`src/hw/rtl/brf_pkg.sv`:
```
// ----------------------------------------------------------------------------
// brf_pkg
// Shared types and constants of the bitmap font text renderer.
// ----------------------------------------------------------------------------
package brf_pkg;

  localparam int DEF_STORE_BYTES = 8192;
  localparam int DEF_MAX_ROWS    = 32;
  localparam int DEF_MAX_WIDTH   = 8;

  // Raw glyph address before reduction: char_code * stride or a load address
  localparam int VW = 14;

  localparam int COLOR_W     = 24;
  localparam int COORD_W     = 13;
  localparam int NUM_PIX     = 8;
  localparam int IN_TDATA_W  = 56;
  localparam int IN_TUSER_W  = 2;
  localparam int OUT_TDATA_W = 224;
  localparam int CFG_IDX_W   = 3;
  localparam int CFG_DATA_W  = 24;

  localparam logic [1:0] FUNC_LOAD   = 2'd0;
  localparam logic [1:0] FUNC_CURSOR = 2'd1;
  localparam logic [1:0] FUNC_AT     = 2'd2;

  localparam logic [CFG_IDX_W-1:0] CFG_FG = 3'd0;
  localparam logic [CFG_IDX_W-1:0] CFG_BG = 3'd1;
  localparam logic [CFG_IDX_W-1:0] CFG_GW = 3'd2;
  localparam logic [CFG_IDX_W-1:0] CFG_GH = 3'd3;
  localparam logic [CFG_IDX_W-1:0] CFG_GS = 3'd4;
  localparam logic [CFG_IDX_W-1:0] CFG_SW = 3'd5;
  localparam logic [CFG_IDX_W-1:0] CFG_SH = 3'd6;

  localparam logic [COLOR_W-1:0] RST_FG = 24'h00FF00;
  localparam logic [COLOR_W-1:0] RST_BG = 24'h000000;
  localparam logic [3:0]         RST_GW = 4'd8;
  localparam logic [5:0]         RST_GH = 6'd16;
  localparam logic [5:0]         RST_GS = 6'd16;
  localparam logic [COORD_W-1:0] RST_SW = 13'd1024;
  localparam logic [COORD_W-1:0] RST_SH = 13'd768;

  typedef enum logic [2:0] {
    ST_IDLE,
    ST_PREP,
    ST_POS,
    ST_REDUCE,
    ST_ROWS
  } state_t;

  typedef struct packed {
    logic          start;
    logic [VW-1:0] value;
  } red_req_t;

endpackage

```
`src/hw/rtl/brf_addr_reduce.sv`:
```
// ----------------------------------------------------------------------------
// brf_addr_reduce
// Address reduction modulo the store size: a mask when the store size is a
// power of two, else a reciprocal multiply and one correcting subtract.
// ----------------------------------------------------------------------------
module brf_addr_reduce import brf_pkg::*; #(
  parameter int STORE_BYTES = DEF_STORE_BYTES,
  parameter int AW          = $clog2(DEF_STORE_BYTES)
) (
  input  logic          clk,
  input  logic          rst_n,
  input  red_req_t      req,
  output logic          done,
  output logic [AW-1:0] rem
);

  localparam bit            POW2  = (STORE_BYTES & (STORE_BYTES - 1)) == 0;
  localparam int            DW    = VW + AW;
  localparam int            MW    = (VW >= AW) ? VW - AW + 1 : 1;
  localparam logic [MW-1:0] RECIP = MW'((1 << VW) / STORE_BYTES);
  localparam logic [DW-1:0] SB    = DW'(STORE_BYTES);

  logic             busy_r, busy_nxt;
  logic             done_r, done_nxt;
  logic [VW-1:0]    val_r, val_nxt;
  logic [MW-1:0]    quo_r, quo_nxt;
  logic [AW-1:0]    acc_r, acc_nxt;
  logic [DW-1:0]    ext;
  logic [VW+MW-1:0] prod;
  logic [DW-1:0]    diff;

  // Quotient estimate is at most one below the true quotient
  always_comb begin
    ext      = DW'(req.value);
    prod     = (VW + MW)'(req.value) * (VW + MW)'(RECIP);
    diff     = DW'(val_r) - DW'(quo_r) * SB;
    busy_nxt = 1'b0;
    done_nxt = 1'b0;
    val_nxt  = val_r;
    quo_nxt  = quo_r;
    acc_nxt  = acc_r;
    if (req.start) begin
      if (POW2) begin
        acc_nxt  = ext[AW-1:0];
        done_nxt = 1'b1;
      end else begin
        val_nxt  = req.value;
        quo_nxt  = prod[VW +: MW];
        busy_nxt = 1'b1;
      end
    end else if (busy_r) begin
      acc_nxt  = (diff >= SB) ? AW'(diff - SB) : AW'(diff);
      done_nxt = 1'b1;
    end
  end

  always_ff @(posedge clk) begin
    if (!rst_n) begin
      busy_r <= 1'b0;
      done_r <= 1'b0;
    end else begin
      busy_r <= busy_nxt;
      done_r <= done_nxt;
    end
  end

  always_ff @(posedge clk) begin
    val_r <= val_nxt;
    quo_r <= quo_nxt;
    acc_r <= acc_nxt;
  end

  assign done = done_r;
  assign rem  = acc_r;

endmodule

```
`config.mk`:
```
export PLATFORM = sky130hd
export DESIGN_NAME = brf_addr_reduce
export DESIGN_NICKNAME = d
export VERILOG_FILES = /design/src/hw/rtl/brf_pkg.sv /design/src/hw/rtl/brf_addr_reduce.sv
export SDC_FILE = /design/constraint.sdc
export NUM_CORES = 1
export LEC_CHECK = 0
export ABC_AREA = 1
export BUFFER_PORTS_ARGS = -buffer_cell sky130_fd_sc_hd__buf_4
export CAP_MARGIN = 20
export CORE_MARGIN = 2
export CORE_UTILIZATION = 32
export CTS_CLUSTER_DIAMETER = 40
export DETAILED_ROUTE_END_ITERATION = 8
export PLACE_DENSITY = 0.77
export SETUP_SLACK_MARGIN = 0.02
export SYNTH_ARGS = -nofsm -noshare
export SYNTH_HDL_FRONTEND = slang
export SYNTH_SLANG_ARGS = --single-unit
```
`constraint.sdc`:
```
create_clock -name clk -period 0.8 [get_ports clk]
set_clock_uncertainty 0.05 [all_clocks]
set_input_delay 0.16 -clock clk [delete_from_list [all_inputs] [get_ports clk]]
set_output_delay 0.16 -clock clk [all_outputs]
set_load 0.05 [all_outputs]
```
# ---- Word level (Yosys, flattened, before mapping)
# Index checks and enable logic that the tools add are counted.
dict set report op_classes {
  muxes 2
}
# operator n
set op_table {}
lappend op_table {{$mux 13} 1}
lappend op_table {{$mux 1} 1}
dict set report totals {
  regBits 14
  elab_cells 4
}

# ---- Longest topological paths before layout
dict set report depth {
  ltp_word 1
  depth_mapped 2
  ltp_nobuf 2
}

# ---- Worst setup path before layout
# Ideal clock, no wire load.
dict set report synth_path {
  path_type {register to output}
  startpoint {register acc_r[0], in the netlist rem[0]}
  endpoint {output port rem[0]}
  arrival_time_ps 601
  t_required_ps 590
  path_slack_ps -11
  stages_incl_launch_ff 1
  path_cell_list {edfxtp_1}
}
# item line_no
set synth_lines {}
lappend synth_lines {{from (decl)} brf_addr_reduce.sv:27} ;# logic [AW-1:0] acc_r, acc_nxt;
lappend synth_lines {{from (signal assigned)} brf_addr_reduce.sv:70} ;# acc_r <= acc_nxt;
lappend synth_lines {{to (decl)} brf_addr_reduce.sv:14} ;# output logic [AW-1:0] rem
# No word-level cell between the ends.

# ---- Worst setup path after layout
dict set report layout_path {
  startpoint {register acc_r[3], in the netlist rem[3]}
  endpoint {output port rem[3]}
}
# No word-level cell between the ends.

==> metrics.txt <==
# TYPE chip_impl_metric gauge
chip_impl_metric{name="cts_post_setup_buffers_inserted",unit=""} 0
chip_impl_metric{name="multi_input_gate_area",unit="µm²"} 3.754
chip_impl_metric{name="finalMaxSlewViolations",unit=""} 0
chip_impl_metric{name="cts-htree-levels",unit=""} 1
chip_impl_metric{name="yosys.cell_types.count",unit=""} 4
chip_impl_info{name="worst_setup_path_startpoint",value="rem[3]$_DFFE_PP_"} 1
chip_impl_metric{name="design.final.nets",unit=""} 67
chip_impl_metric{name="design_area",unit="µm²"} 744.5
chip_impl_metric{name="drt_first_pass_iters",unit=""} 2
chip_impl_metric{name="drt.antenna.violating_nets",unit=""} 0
chip_impl_metric{name="synth-seq-area-share",unit="%"} 98.20
chip_impl_metric{name="cts-root-to-sink-buffers",unit=""} 2
chip_impl_metric{name="vdd_drop_max",unit="mV"} 1.059
chip_impl_metric{name="power_density",unit="nW/µm²"} 2363
chip_impl_metric{name="cp.arrival",unit="ns"} 0.83
chip_impl_info{name="violations",value="setup timing"} 1
chip_impl_metric{name="horizontal_extent_of_the_die",unit="µm"} 40.14
chip_impl_metric{name="post_dp_cell_area",unit="µm²"} 655.6
chip_impl_metric{name="port_buffers",unit=""} 29
chip_impl_metric{name="place.detailed.instances",unit=""} 60
chip_impl_info{name="outcome",value="finished with violations"} 1
chip_impl_metric{name="grt_util_all_layers",unit="%"} 11.24
chip_impl_metric{name="post-route-min-period",unit="ns"} 1.045
chip_impl_info{name="cpMaxStageDelayCell",value="edfxtp_1"} 1
chip_impl_metric{name="power.clock.fraction",unit="%"} 28.0
chip_impl_metric{name="routed-via-count",unit=""} 259
chip_impl_metric{name="ff_latch_area",unit="µm²"} 411.6
chip_impl_metric{name="instance_count_of_the_mapped_netlist",unit=""} 16
chip_impl_metric{name="die_height",unit="µm"} 40.14
chip_impl_metric{name="mappedNetlistNets",unit=""} 33
chip_impl_info{name="min_from",value="req[9]"} 1
chip_impl_metric{name="synth.yosys.warnings",unit=""} 0
chip_impl_metric{name="grt_antenna_before_repair",unit=""} 0
chip_impl_info{name="layout.cells.most_common",value="buf_4"} 1
chip_impl_info{name="worstHoldPathType",value="in2reg"} 1
chip_impl_metric{name="clk_pin_slew",unit="ns"} 0.08
chip_impl_metric{name="layout.filler_cells",unit=""} 100
chip_impl_metric{name="internal_power",unit="mW"} 1.286
chip_impl_metric{name="power_switching",unit="mW"} 0.4731
chip_impl_metric{name="max_slew_margin",unit="%"} 88.91
chip_impl_metric{name="grt_pass1_vias",unit=""} 263
chip_impl_metric{name="timing.max_cap.violations",unit=""} 0
chip_impl_metric{name="cp.required",unit="ns"} 0.59
chip_impl_metric{name="grt_max_degree",unit=""} 15
chip_impl_metric{name="die_area",unit="µm²"} 1611
chip_impl_metric{name="drtIter0Drc",unit=""} 2
chip_impl_metric{name="yosys_register_bits",unit=""} 14
chip_impl_info{name="endpoint",value="rem[3]"} 1
chip_impl_metric{name="worst_hold_slack",unit="ns"} 0.007243
chip_impl_metric{name="setup-violations-final",unit=""} 14
chip_impl_info{name="cts_root_buf",value="clkbuf_4"} 1
chip_impl_metric{name="worst-path-stages",unit=""} 1
chip_impl_info{name="cp_top_family",value="flip-flops"} 1
chip_impl_info{name="crit_path_cell_trace",value="buf_6"} 1
chip_impl_metric{name="cts_made_buffers",unit=""} 3
chip_impl_metric{name="setup_slack",unit="ns"} -0.2446
chip_impl_metric{name="syn_avg_cell_area",unit="µm²"} 26.12
chip_impl_metric{name="synthesis.area",unit="µm²"} 417.9
chip_impl_metric{name="drcViolationCount",unit=""} 0
chip_impl_info{name="rsz0062_at_grt",value="true"} 1
chip_impl_metric{name="p_leak",unit="nW"} 0.3237
chip_impl_metric{name="cts_num_sinks",unit=""} 14
chip_impl_metric{name="timing_hold_violations_final",unit=""} 0
chip_impl_metric{name="totalWireLength",unit="µm"} 706
chip_impl_metric{name="design.core.area",unit="µm²"} 1252
chip_impl_info{name="tritoncts",value="built"} 1
chip_impl_metric{name="wl_per_cell",unit="µm"} 11.03
chip_impl_metric{name="io_pins",unit=""} 31
chip_impl_metric{name="antenna-diode-count",unit=""} 0
chip_impl_metric{name="initial_core_util",unit="%"} 33.37
chip_impl_metric{name="place.gp.congestion",unit=""} 0.6269
chip_impl_metric{name="synthToLayoutAreaGrowth",unit="%"} 78.14
chip_impl_info{name="layout.cells.most_common_list",value="15 x buf_4, 14 x buf_6, 13 x edfxtp_1, 3 x clkbuf_4"} 1
chip_impl_metric{name="post-route-period-util",unit="%"} 130.6
chip_impl_metric{name="pre_cts_setup_slack",unit="ns"} 0.03974
chip_impl_metric{name="final.setup.tns",unit="ns"} -3.185
chip_impl_metric{name="worstPathBufferInverterCount",unit=""} 1
chip_impl_info{name="cp_startpoint_kind",value="register"} 1
chip_impl_metric{name="path_max_fanout",unit=""} 1
chip_impl_metric{name="share_comb_of_total_power",unit="%"} 21.6
chip_impl_info{name="criticalPathCategory",value="reg2out"} 1
chip_impl_metric{name="cpPeakStageDelay",unit="ns"} 0.39
chip_impl_metric{name="power_switching_share",unit="%"} 26.90
chip_impl_metric{name="clock.fmax",unit="MHz"} 957.3
chip_impl_metric{name="drt-vias-per-instance",unit=""} 4.047
chip_impl_metric{name="count_of_non_filler_cells_in_the_finished_layout",unit=""} 64
chip_impl_metric{name="grt-ovfl-total",unit=""} 0
chip_impl_metric{name="std_cell_rows",unit=""} 13
chip_impl_metric{name="share_of_cells_above_drive_strength_1",unit="%"} 69.39
chip_impl_metric{name="grt_pass1_wl",unit="µm"} 1069
chip_impl_metric{name="worstMarginPinSlew",unit="ns"} 0.1663
chip_impl_info{name="worstSetupEndpointType",value="output port"} 1
chip_impl_metric{name="share_seq_of_total_power",unit="%"} 50.4
state kept, by name (all words and copies together), names as in the netlist:
signal  cells
done        1
rem        13
cells by family (layout without fill, tap and decap cells):
logic type             Yosys count  after routing  share of synthesized area (%)
flip-flops                      14             14                          98.20
AND/OR/NAND/NOR                  1              1                         0.8973
buffers and inverters            1             34                         0.8973
cell usage after synthesis:
cell type,n,share of area (%)
dfxtp_1,1,4.8
edfxtp_1,13,93
inv_1,1,0.90
nand2_1,1,0.90
metrics by stage:
stage | total power, mW | utilization, %
after global routing | 1.843 | 59.44
after CTS | 1.782 | 59.44
after detailed placement | 1.243 | 52.35
after floorplan | 1.094 | -
final | 1.759 | 59.44
after global placement | 1.237 | 52.35
metal layers:
| layer | track usage (%) | vias to the layer above | wire, µm |
|---|---|---|---|
| met5 | 0 | - | 0 |
| met2 | 18.55 | 13 | 458 |
| li1 | - | 125 | - |
| met4 | 12.93 | 0 | 8 |
| met1 | 11.19 | 119 | 198 |
| met3 | 1.667 | 2 | 40 |
worst min path at each step:
stage | endpoint | slack [ns] | cells after the start
2_1_floorplan | done$_SDFF_PN0_ | 0.20 | 2
3_3_place_gp | rem[12]$_DFFE_PP_ | 0.29 | 1
3_5_place_dp | rem[1]$_DFFE_PP_ | 0.29 | 1
4_1_cts | rem[9]$_DFFE_PP_ | -0.005 | 1
5_1_grt | rem[10]$_DFFE_PP_ | -0.01 | 1
6_report | rem[9]$_DFFE_PP_ | 0.007 | 1
layout make-up:
type	instances	area share [%]
inverter	1	0.5042
clock buffer	4	4.874
tap	15	2.521
sequential	14	55.29
timing repair buffer	29	36.30
multi-input combinational	1	0.5042
power groups by stage:
stage / Clock (mW) / Combinational (mW) / Sequential, mW
after floorplan: 0 / 0.00174 / 1.09
after global placement: 0 / 0.347 / 0.890
after detailed placement: 0 / 0.350 / 0.893
after CTS: 0.512 / 0.383 / 0.887
after global routing: 0.555 / 0.397 / 0.890
final: 0.493 / 0.380 / 0.886
timing repair:
action                                  in CTS  in global routing
pin swaps                                    0                  0
endpoints found under the hold margin       10                 13
gates resized for setup                     14                  0
endpoints found under the setup margin      14                 14
Power figures use the tool's default switching activity.
